File: config.mk
export PLATFORM = sky130hd
export DESIGN_NAME = tst_ram
export DESIGN_NICKNAME = d
export VERILOG_FILES = /design/src/hw/rtl/tst_ram.sv
export SDC_FILE = /design/constraint.sdc
export NUM_CORES = 1
export LEC_CHECK = 0
export CAP_MARGIN = 20
export CORE_MARGIN = 4
export CORE_UTILIZATION = 58
export CTS_CLUSTER_SIZE = 16
export DETAILED_ROUTE_END_ITERATION = 7
export DONT_BUFFER_PORTS = 1
export GPL_TIMING_DRIVEN = 0
export PLACE_DENSITY_LB_ADDON = 0.25
export SLEW_MARGIN = 10
export SYNTH_ARGS = -nofsm -noshare
export SYNTH_HDL_FRONTEND = slang
export SYNTH_SLANG_ARGS = --single-unit
File: constraint.sdc
create_clock -name clk -period 1.5 [get_ports clk]
set_clock_uncertainty 0.2 [all_clocks]
set_input_delay 0.075 -clock clk [delete_from_list [all_inputs] [get_ports clk]]
set_output_delay 0.075 -clock clk [all_outputs]
set_load 0.02 [all_outputs]
File: src/hw/rtl/tst_ram.sv
// Generic simple dual-port RAM with one write port and a registered read port.
module tst_ram #(
  parameter int WIDTH = 8,
  parameter int DEPTH = 2
) (
  input  logic                     clk,
  input  logic                     wr_en,
  input  logic [$clog2(DEPTH)-1:0] wr_addr,
  input  logic [WIDTH-1:0]         wr_data,
  input  logic                     rd_en,
  input  logic [$clog2(DEPTH)-1:0] rd_addr,
  output logic [WIDTH-1:0]         rd_data
);

  logic [WIDTH-1:0] mem [DEPTH];

  always_ff @(posedge clk) begin
    if (wr_en) begin
      mem[wr_addr] <= wr_data;
    end
    if (rd_en) begin
      rd_data <= mem[rd_addr];
    end
  end

endmodule

==> flow_summary.yaml <==
floorplan:
  coreArea_mm2: 0.00135
  start_util_pct: 64.0
  pin_count: 21
  die_y_um: 46.6
  rows: 13
  dieArea_mm2: 0.00217
  die_w_um: 46.6
clock_network:
  clock_path_buffers: 2
  tritoncts: "built"
  clock_latency_ns: 0.32
  clk_pin_slew_ns: 0.13
  cts_buffers: 3
  htree_levels: 1
  clkSinkCount: 24
  cts_resized: 0
  cts_root_buf: "clkbuf_4"
global_route:
  grt_pass1_wl_um: 1770
  track_usage_pct: 13.2
  grt-ovfl-total: 0
  grt_max_degree: 15
  grt_pass1_vias: 367
  antenna_found_initial: 0
timing:
  finalCriticalPeriod_ns: 1.41
  fin_hold_ws_ns: -0.00530
  rsz0062_at_grt: "no"
  slew_headroom_pct: 54.6
  slew_violations: 0
  post-route-period-util_pct: 93.7
  fmax_ghz: 0.712
  finalHoldViolCount: 4
  worst_slack_ns: 0.0946
  worst_pin_slew_ns: 0.679
  setup_viol: 0
  setup_tns_ns: 0
routing:
  vias: 371
  post_drt_wl_per_cell_um: 18.4
  via_per_inst: 5.62
  first_pass_iters: 4
  drt_iter0_drc: 2
  drtAntennaViolNets: 0
  route.detailed.drc: 0
  drt_wl_total_um: 1210
setup_path:
  crit_type: "input port to flop"
  cp-end-kind: "flop"
  cp.required_ns: 1.26
  crit_chain: "dlygate4sd3_1, nor2b_1"
  slowest_delay_ns: 0.56
  path_delay_family: "simple AND/OR/NAND/NOR gates"
  slowest_stage: "nor2b_1"
  cp.arrival_ns: 1.17
  worstPathMaxFanout: 8
  start_kind: "input port"
  reg2reg_setup_slack_ns: 0.38
  critPathBufInv: 1
synthesis:
  ys_types: 5
  syn_inst: 35
  ys_seq_area_share_pct: 83.4
  syn_area_per_cell_um2: 24.7
  ys_seq_elements: 24
  synth_area_um2: 865
  ys_warn_count: 0
  synth_fp_nets: 48
placement:
  placed_cells: 50
  gp_congestion: 0.618
  portBuffers: 0
  place_ws_ns: 0.274
run_status:
  status: "finished with violations"
  violations: "negative hold slack"
power_and_ir_drop:
  irDropWorstVdd_uv: 949
  seqPwrFrac_pct: 60.4
  p_leak_nw: 0.383
  pwr-share-comb_pct: 6.1
  powerDensity_mw_per_mm2: 1300
  pwr-share-clk_pct: 33.6
  switchingPower_mw: 0.254
  p_sw_share_pct: 18.5
  total_power_mw: 1.37
  intPower_mw: 1.12
finish:
  nets: 65
  n_antenna_cell: 0
  syn2layout_area_growth_pct: 22.1
  drive_above_1_share_pct: 25.5
  layout.cells.non_filler: 66
  utilization_pct: 78.2
job:
  cap_violations: 0
worst_hold_path:
  hp-class: "input port to flop"
-- timing repair --
action	4_1_cts	5_1_grt
hold endpoints to repair	40	0
setup buffers	0	0
hold buffers	12	0
-- path summary, 6_finish.rpt --
path | start | end | depth (start not counted)
max | wr_en | mem[0][5]$_DFFE_PP_ | 2
min | wr_en | mem[1][6]$_DFFE_PP_ | 1
max reg2reg | mem[0][7]$_DFFE_PP_ | rd_data[7]$_DFFE_PP_ | 1
min reg2reg | mem[0][3]$_DFFE_PP_ | rd_data[3]$_DFFE_PP_ | 1
-- placed cells by master, fill, tap and decap left out, drive strengths merged --
cell type / Yosys / final
buf: 1 / 1
mux2: 8 / 8
bufinv: 0 / 1
and2: 1 / 1
clkbuf: 0 / 3
nor2b: 1 / 1
dlygate4sd3: 0 / 12
edfxtp: 24 / 24
-- layer usage --
metal	wire length [µm]	part of all wire [%]	up-vias	GRT usage (%)
met5	0	0	-	0
met4	19	1.6	0	9.94
met3	77	6.4	4	3.91
met2	558	46	20	18.4
met1	556	46	180	17.1
li1	-	-	167	-
-- kinds of logic after synthesis --
group,share of synthesized area (%)
buffers and inverters,1.30
flip-flops,83.4
multiplexers,13.9
AND/OR/NAND/NOR,1.45
-- cell usage after synthesis --
| master | instances | area [µm²] |
|---|---|---|
| mux2_4 | 8 | 120 |
| edfxtp_1 | 24 | 721 |
| nor2b_1 | 1 | 6.26 |
| buf_6 | 1 | 11.3 |
| and2_1 | 1 | 6.26 |
-- flip-flops by register name (all words and copies together), names as in the netlist --
| signal | cells |
|---|---|
| mem | 16 |
| rd_data | 8 |
-- per-stage QoR --
step	area [µm²]	hold WS, ns
floorplan	865	-0.0261
global placement	883	-0.0260
detailed placement	883	-0.0260
CTS	1060	0.00516
global route	1060	0.0102
finish	1060	-0.00530
-- power by group through the flow --
stage / registers [mW] / logic (mW) / clock network, mW
detailed placement: 0.845 / 0.0525 / 0
global placement: 0.840 / 0.0494 / 0
global route: 0.832 / 0.0888 / 0.495
finish: 0.828 / 0.0831 / 0.460
CTS: 0.828 / 0.0835 / 0.460
floorplan: 0.838 / 0.0459 / 0
-- cell type report --
| type | instances | area, µm² |
|---|---|---|
| buffer | 1 | 11.3 |
| timing repair buffer | 12 | 120 |
| sequential | 24 | 721 |
| multi-input combinational | 10 | 133 |
| clock buffer | 3 | 22.5 |
| tap | 15 | 18.8 |
| fill | 68 | 294 |
| clock inverter | 1 | 30.0 |
(Power assumes the default switching activity.)
