## config.mk

```make
export PLATFORM = sky130hd
export DESIGN_NAME = tst_update
export DESIGN_NICKNAME = d
export VERILOG_FILES = /design/src/hw/rtl/tst_pkg.sv /design/src/hw/rtl/tst_update.sv
export SDC_FILE = /design/constraint.sdc
export NUM_CORES = 1
export LEC_CHECK = 0
export ABC_AREA = 1
export BUFFER_PORTS_ARGS = -buffer_cell sky130_fd_sc_hd__buf_2
export CAP_MARGIN = 20
export CORE_AREA = 5 5 304 306
export DETAILED_ROUTE_END_ITERATION = 6
export DIE_AREA = 0 0 309 311
export GPL_ROUTABILITY_DRIVEN = 0
export GPL_TIMING_DRIVEN = 0
export PLACE_DENSITY = 0.46
export SETUP_SLACK_MARGIN = 0.02
export SLEW_MARGIN = 10
export SYNTH_ARGS = -nofsm -noshare
export SYNTH_HDL_FRONTEND = slang
export SYNTH_SLANG_ARGS = --single-unit
```

## constraint.sdc

```tcl
create_clock -name vclk -period 7.05
set_input_delay 0 -clock vclk [all_inputs]
set_output_delay 0 -clock vclk [all_outputs]
set_load 0.03 [all_outputs]
```

## src/hw/rtl/tst_pkg.sv

```systemverilog
// Shared types and constants of the TCP session tracker.
package tst_pkg;

  localparam logic [7:0] FL_FIN = 8'h01;
  localparam logic [7:0] FL_SYN = 8'h02;
  localparam logic [7:0] FL_RST = 8'h04;
  localparam logic [7:0] FL_ACK = 8'h10;
  localparam logic [7:0] FL_KEEP = FL_FIN | FL_SYN | FL_RST | FL_ACK;

  typedef enum logic [2:0] {
    HS_UNKNOWN     = 3'd0,
    HS_SYN_SENT    = 3'd1,
    HS_SYNACK_SENT = 3'd2,
    HS_ESTABLISHED = 3'd3,
    HS_CLOSING     = 3'd4,
    HS_CLOSED      = 3'd5
  } tst_hs_t;

  typedef enum logic [1:0] {
    CHK_NO_BASE  = 2'd0,
    CHK_IN_ORDER = 2'd1,
    CHK_MISMATCH = 2'd2
  } tst_chk_t;

  // One slot of the session table as it sits in memory.
  typedef struct packed {
    logic        valid;
    tst_hs_t     hs;
    logic        client_orient;
    logic        closer_is_client;
    logic        client_has_base;
    logic [31:0] client_base;
    logic [31:0] client_next;
    logic        server_has_base;
    logic [31:0] server_base;
    logic [31:0] server_next;
    logic [31:0] start_time;
    logic [63:0] session_number;
    logic [31:0] round_trip;
  } tst_entry_t;

  localparam int ENTRY_W = $bits(tst_entry_t);

  // Segment fields held between the memory read and the update.
  typedef struct packed {
    logic        orientation;
    logic [7:0]  tcp_flags;
    logic [31:0] seq_number;
    logic [15:0] segment_length;
    logic [31:0] time_us;
  } tst_seg_t;

  typedef struct packed {
    logic        session_found;
    logic        new_session;
    logic [63:0] session_id;
    logic [2:0]  status;
    logic [1:0]  seq_check;
    logic [31:0] rtt_us;
  } tst_result_t;

  // Control outcome of one update, passed back to the top level.
  typedef struct packed {
    logic write;
    logic created;
  } tst_upd_ctl_t;

endpackage

```

## src/hw/rtl/tst_update.sv

```systemverilog
// Per-segment update of one session slot: claim, sequence check and handshake.
module tst_update import tst_pkg::*; (
  input  tst_entry_t   entry,
  input  tst_seg_t     seg,
  input  logic [63:0]  counter,
  output tst_entry_t   entry_next,
  output tst_result_t  result,
  output tst_upd_ctl_t ctl
);

  logic [7:0]  flags;
  logic        created;
  logic        from_client;
  logic        has;
  logic [31:0] base;
  logic [31:0] nxt;
  logic [31:0] rel;
  logic        hit;
  logic        fin;
  logic        bump;
  logic [31:0] nxt_new;
  tst_chk_t    chk;
  tst_entry_t  e;

  always_comb begin
    flags   = seg.tcp_flags & FL_KEEP;
    created = !entry.valid && (flags == FL_SYN);
    e       = entry;
    if (created) begin
      e                = '0;
      e.valid          = 1'b1;
      e.hs             = HS_UNKNOWN;
      e.client_orient  = seg.orientation;
      e.session_number = counter + 64'd1;
    end

    from_client = (seg.orientation == e.client_orient);
    has  = from_client ? e.client_has_base : e.server_has_base;
    base = from_client ? e.client_base : e.server_base;
    nxt  = from_client ? e.client_next : e.server_next;
    rel  = seg.seq_number - base;
    hit  = has && (rel == nxt);
    if (!has) begin
      chk = CHK_NO_BASE;
    end else if (hit) begin
      chk = CHK_IN_ORDER;
    end else begin
      chk = CHK_MISMATCH;
    end

    // A FIN that moves the close sequence on consumes one sequence number.
    fin  = (flags & FL_FIN) != 8'h00;
    bump = fin && ((e.hs == HS_ESTABLISHED) ||
                   ((e.hs == HS_CLOSING) && (e.closer_is_client != from_client)));
    nxt_new = nxt + (hit ? {16'h0000, seg.segment_length} : 32'h0) + {31'b0, bump};
    if (from_client) begin
      e.client_next = nxt_new;
    end else begin
      e.server_next = nxt_new;
    end

    unique case (e.hs)
      HS_UNKNOWN: begin
        if ((flags == FL_SYN) && from_client) begin
          e.hs              = HS_SYN_SENT;
          e.start_time      = seg.time_us;
          e.client_has_base = 1'b1;
          e.client_base     = seg.seq_number;
          e.client_next     = 32'd1 + {16'h0000, seg.segment_length};
        end
      end
      HS_SYN_SENT: begin
        if ((flags == (FL_SYN | FL_ACK)) && !from_client) begin
          e.hs              = HS_SYNACK_SENT;
          e.server_has_base = 1'b1;
          e.server_base     = seg.seq_number;
          e.server_next     = 32'd1 + {16'h0000, seg.segment_length};
        end
      end
      HS_SYNACK_SENT: begin
        if ((flags == FL_ACK) && from_client) begin
          e.hs         = HS_ESTABLISHED;
          e.round_trip = seg.time_us - e.start_time;
        end
      end
      HS_ESTABLISHED: begin
        if (fin) begin
          e.hs               = HS_CLOSING;
          e.closer_is_client = from_client;
        end
      end
      HS_CLOSING: begin
        if (bump) begin
          e.hs = HS_CLOSED;
        end
      end
      default: ;
    endcase

    entry_next  = e;
    ctl.write   = e.valid;
    ctl.created = created;

    if (!e.valid) begin
      result = '0;
    end else begin
      result.session_found = 1'b1;
      result.new_session   = created;
      result.session_id    = e.session_number;
      result.status        = e.hs;
      result.seq_check     = chk;
      result.rtt_us        = (e.hs >= HS_ESTABLISHED) ? e.round_trip : 32'h0;
    end
  end

endmodule

```

==> results.json, run 1 <==
{
  "post-route-drc-count": 0,
  "grt_pass1_vias": 21700,
  "final_cell_mix": "939 x nand2_1, 797 x buf_2, 385 x inv_1, 240 x nor2_1, 228 x o21ai_0",
  "synth-warning-count": 0,
  "hold_depth": 4,
  "slew_viol_final": 0,
  "cts_hold_repair.buffers": 0,
  "p_leak_nw": 10.7,
  "met1_usage_pct": 27.1,
  "die-area_mm2": 0.0961,
  "ys_types": 47,
  "post-place-ws_ns": -3.80,
  "finalHoldViolCount": 0,
  "hp-start": "entry[84]",
  "ioPinCount": 786,
  "cp_slowest_stage_delay_ns": 0.37,
  "worst_path_max_delay_cell": "fa_2",
  "utilization_pct": 21.9,
  "outcome": "completed",
  "fin_setup_tns_ns": 0,
  "post_drt_wl_per_cell_um": 24.9,
  "worstPathArrival_ns": 6.69,
  "crit_path_end_kind": "primary output",
  "synth_nets": 3303,
  "worst_setup_path_start_kind": "input pin",
  "area_growth_pct": 44.7,
  "busiest_layer": "met2",
  "rows": 110,
  "hold_class": "input pin to primary output",
  "vias": 22600,
  "io_buffer_count": 782,
  "setup_viol": 0,
  "drive_above_1_share_pct": 26.0,
  "clock_buffers": 0,
  "seq_area_frac_synth_pct": 0,
  "design.seq.count": 0,
  "synth_area_mm2": 0.0135,
  "grt_overflow": 0,
  "relSlewSlack_pct": 23.5,
  "grt_max_degree": 20,
  "crit_path_frequent_cell": "nand2_1",
  "fin_hold_ws_ns": 0.371,
  "hpwl_um": 106000,
  "drtAntennaViolNets": 0,
  "drt-total-wl_um": 120000,
  "worstSetupPathType": "input pin to primary output",
  "vias_per_cell": 4.70,
  "core-area_mm2": 0.0893,
  "post-route-min-period_ns": 6.69,
  "power_density_mw_per_mm2": 97.3,
  "place_area_mm2": 0.0189,
  "grt_usage_pct": 23.1,
  "die_h_um": 311,
  "use_met3_pct": 7.20,
  "fin_area_mm2": 0.0195,
  "regArea_um2": 0,
  "vdd_ir_drop_max_v": 0.0000392,
  "grt_use_met2_pct": 39.7,
  "postSynthAreaPerCell_um2": 4.82,
  "final_common_cell": "nand2_1",
  "first_iter_violations": 1889,
  "start_util_pct": 15.1,
  "maxCapViolCount": 0,
  "antenna_found_initial": 56,
  "netlist_instances": 2802,
  "required_ns": 7.05,
  "fin_nets": 4107,
  "min_to": "entry_next[84]",
  "worst_pin_slew_ns": 1.15,
  "finalNonFillerCells": 4805,
  "power_mw": 1.90,
  "max_freq_mhz": 149,
  "first_pass_iters": 6,
  "setup_ws_ns": 0.360,
  "die_x_um": 309,
  "critPathMaxFanout": 10,
  "placedCellCount": 4764,
  "rsz0062_at_grt": "yes",
  "grt_pass1_wl_um": 161000,
  "finalCritPeriodShare_pct": 94.9
}
## worst max path at each step
| stage | start | to | cells past startpoint |
|---|---|---|---|
| after floorplan | seg[81] | entry_next[144] | 39 |
| after global routing | seg[80] | entry_next[154] | 44 |
| final | seg[80] | entry_next[219] | 44 |
| after detailed placement | seg[81] | entry_next[211] | 42 |
| after CTS | seg[80] | entry_next[219] | 44 |
| after global placement | seg[81] | entry_next[211] | 42 |
## where the power goes
| group | switching, mW | total (mW) | internal, mW |
|---|---|---|---|
| combinational | 1.34 | 1.90 | 0.558 |
| clock | 0 | 0.000000233 | 0.000000233 |
| sequential | 0 | 0 | 0 |
| total | 1.34 | 1.90 | 0.558 |
## layout make-up
| type | count | area, µm² |
|---|---|---|
| timing repair buffer | 803 | 4130 |
| buffer | 114 | 672 |
| tap | 1176 | 1470 |
| antenna | 25 | 62.6 |
| inverter | 390 | 1460 |
| multi-input combinational | 2297 | 11700 |
| fill | 10800 | 69800 |
## layer usage
layer  share of wire, %  wire length [µm]
met2                 47             56000
met1                 38             45700
met3                 11             12700
met5               0.18               220
met4                4.4              5220
## cells by family after synthesis
| logic type | share of synthesized area [%] |
|---|---|
| and+or+nand+nor | 48.6 |
| adders and majority gates | 8.01 |
| AOI/OAI and AO/OA | 22.5 |
| buffers and inverters | 14.6 |
| muxes | 0.0741 |
| xor gates and xnor gates | 6.23 |
## critical path, delay by kind of cell
kind	cells	cell delay [ns]
AOI/OAI and AO/OA	4	0.59
xor gates and xnor gates	1	0.28
adders and majority gates	4	0.97
buffers and inverters	9	1.45
and+or+nand+nor	26	3.35
## timing repair
| item | in CTS | in global routing |
|---|---|---|
| resized for setup | 78 | 50 |
| buffers inserted | 6 | 10 |
| setup endpoints to repair | 66 | 45 |
| pin swaps | 4 | 14 |
## Yosys cell counts, drive strengths merged, types with 20 or more instances
| library cell | count | share of area (%) |
|---|---|---|
| nand2 | 945 | 26 |
| o21a | 26 | 1.4 |
| nor2 | 260 | 7.5 |
| a31oi | 43 | 2.0 |
| or2 | 20 | 0.93 |
| inv | 389 | 11 |
| o21ai | 253 | 9.5 |
| clkbuf | 68 | 1.9 |
| and2 | 33 | 1.5 |
| buf | 47 | 1.9 |
| nor3 | 63 | 2.4 |
| xor2 | 77 | 5.0 |
| a21oi | 182 | 6.7 |
| nand3 | 161 | 6.1 |
| ha | 80 | 7.4 |
| nand3b | 20 | 1.1 |
| nand4 | 39 | 1.9 |
No activity file was read; power rests on OpenSTA's default activity.
==> run 2, diff against run 1 <==
- ABC_AREA: 1 -> default
- CORE_AREA: 5 5 304 306 -> 5 5 301 303
- DIE_AREA: 0 0 309 311 -> 0 0 306 308
- PLACE_DENSITY: 0.46 -> 0.45
==> run 2 against run 1 <==
Synthesized area fell by 12%; via count fell by 13%; global-route usage fell by 2.5 points; clock-buffer cell count did not move; non-clock buffer count rose by 45; first-iteration DRC count rose by 21%; critical path type unchanged; critical endpoint is now entry_next[159]; largest cell class unchanged.
==> results.json, run 2 <==
{
  "netlist_instances": 2101,
  "die-area_mm2": 0.0942,
  "finalCritPeriodShare_pct": 99.9,
  "regArea_um2": 0,
  "placedCellCount": 4053,
  "crit_path_frequent_cell": "buf_6",
  "grt_pass1_wl_um": 142000,
  "hpwl_um": 91100,
  "antenna_found_initial": 45,
  "hold_class": "input pin to primary output",
  "fin_area_mm2": 0.0187,
  "cp_slowest_stage_delay_ns": 0.60,
  "max_freq_mhz": 142,
  "core-area_mm2": 0.0877,
  "grt_pass1_vias": 18300,
  "final_cell_mix": "756 x buf_2, 563 x nand2_1, 162 x nand3_1, 157 x o21ai_0, 113 x and2_1",
  "clock_buffers": 0,
  "die_x_um": 306,
  "ioPinCount": 786,
  "worst_setup_path_start_kind": "input pin",
  "critPathMaxFanout": 7,
  "synth_area_mm2": 0.0119,
  "post_drt_wl_per_cell_um": 25.7,
  "vias_per_cell": 4.78,
  "worst_pin_slew_ns": 1.12,
  "post-route-min-period_ns": 7.04,
  "post-place-ws_ns": -4.20,
  "io_buffer_count": 779,
  "setup_viol": 0,
  "finalHoldViolCount": 0,
  "slew_viol_final": 0,
  "setup_ws_ns": 0.00619,
  "synth_area_leader_cell": "nand2_1",
  "grt_max_degree": 24,
  "required_ns": 7.05,
  "yosys.area.top_type_share_pct": 17.8,
  "drive_above_1_share_pct": 34.3,
  "worstPathArrival_ns": 7.04,
  "synth-warning-count": 0,
  "worst_path_max_delay_cell": "or4_4",
  "maxCapViolCount": 0,
  "synth_nets": 2602,
  "postSynthAreaPerCell_um2": 5.68,
  "outcome": "completed",
  "design.seq.count": 0,
  "hp-start": "seg[31]",
  "ys_top_cells_by_count": "567 x nand2_1, 169 x o21ai_0, 164 x nand3_1",
  "yosysMostFrequentCell": "nand2_1",
  "first_iter_violations": 2284,
  "fillCellCount": 10300,
  "fin_hold_ws_ns": 0.361,
  "ys_top_cells_by_area": "nand2_1 18%, ha_1 8.4%, xnor2_1 8.0%",
  "ys_types": 73,
  "area_growth_pct": 57.2,
  "start_util_pct": 13.6,
  "relSlewSlack_pct": 25.6,
  "final_common_cell": "buf_2",
  "grt_usage_pct": 20.7,
  "first_pass_iters": 5,
  "die_h_um": 308,
  "seq_area_frac_synth_pct": 0,
  "fin_nets": 3431,
  "drtAntennaViolNets": 0,
  "grt_overflow": 0,
  "rows": 109,
  "post-route-drc-count": 0,
  "rsz0062_at_grt": "yes",
  "worstSetupPathType": "input pin to primary output",
  "drt-total-wl_um": 106000,
  "min_to": "entry_next[127]",
  "crit_path_end_kind": "primary output",
  "finalNonFillerCells": 4100,
  "vias": 19600,
  "hold_depth": 4,
  "place_area_mm2": 0.0175
}
[run 2: cell types whose count changed after synthesis, sizes merged, moves of 36 or more]
cell / before / now
a21o: 3 / 49
xnor2: 19 / 109
clkbuf: 68 / 104
and2: 33 / 116
a21oi: 182 / 135
o21ai: 253 / 170
inv: 389 / 34
nor2: 260 / 118
nand2: 945 / 567
and3: 3 / 41
[run 2: final cells by class]
type	count	area (µm²)	area share, %
multi-input combinational	1932	11800	62.9
timing repair buffer	842	4620	24.6
tap	1165	1460	7.77
buffer	120	734	3.92
inverter	34	130	0.694
antenna	7	17.5	0.0934
[run 2: logic make-up (layout without fill, tap and decap cells)]
logic type,count (synthesis),count (layout),share of synthesized area (%)
compound gates,501,501,25.6
xor+xnor,174,174,12.9
fa+ha+maj,84,84,9.07
buf+inv,170,996,5.77
mux,27,27,2.29
other cells,0,7,0
simple gates,1145,1146,44.4
[run 2: timing repair]
action | CTS | global route
gates cloned | 2 | 0
gates resized for setup | 172 | 93
setup endpoints to repair | 83 | 41
pin swaps | 47 | 57
hold buffers | 0 | 0
buffers inserted | 32 | 20
[run 2: layer usage]
metal,GRT usage (%),part of all wire [%]
met5,0,0.19
met4,2.51,1.2
met3,6.20,12
met2,31.6,42
met1,29.5,44
[run 2: worst max-delay path by stage]
stage	slack, ns	to	from	cells past startpoint
floorplan	0.04	entry_next[149]	seg[80]	36
global placement	-5.06	entry_next[150]	entry[263]	32
detailed placement	-4.20	entry_next[150]	entry[263]	35
CTS	0.02	entry_next[220]	seg[81]	38
global route	-0.18	entry_next[220]	seg[88]	35
finish	0.006	entry_next[159]	seg[88]	34
[run 2: stage by stage]
step,TNS (ns),utilization [%]
final,0,21.4
after global routing,-2.35,21.4
after CTS,0,21.0
after detailed placement,-223.64,19.9
after global placement,-297.27,19.8
after floorplan,0,-
[run 2: worst max-delay path, delay by kind of cell]
kind | cells | cell delay (ns)
adder cells (fa/ha/maj) | 3 | 0.76
XOR/XNOR | 2 | 0.47
AND/OR/NAND/NOR | 9 | 2.49
buffers and inverters | 8 | 1.13
AO/OA/AOI/OAI | 12 | 2.16
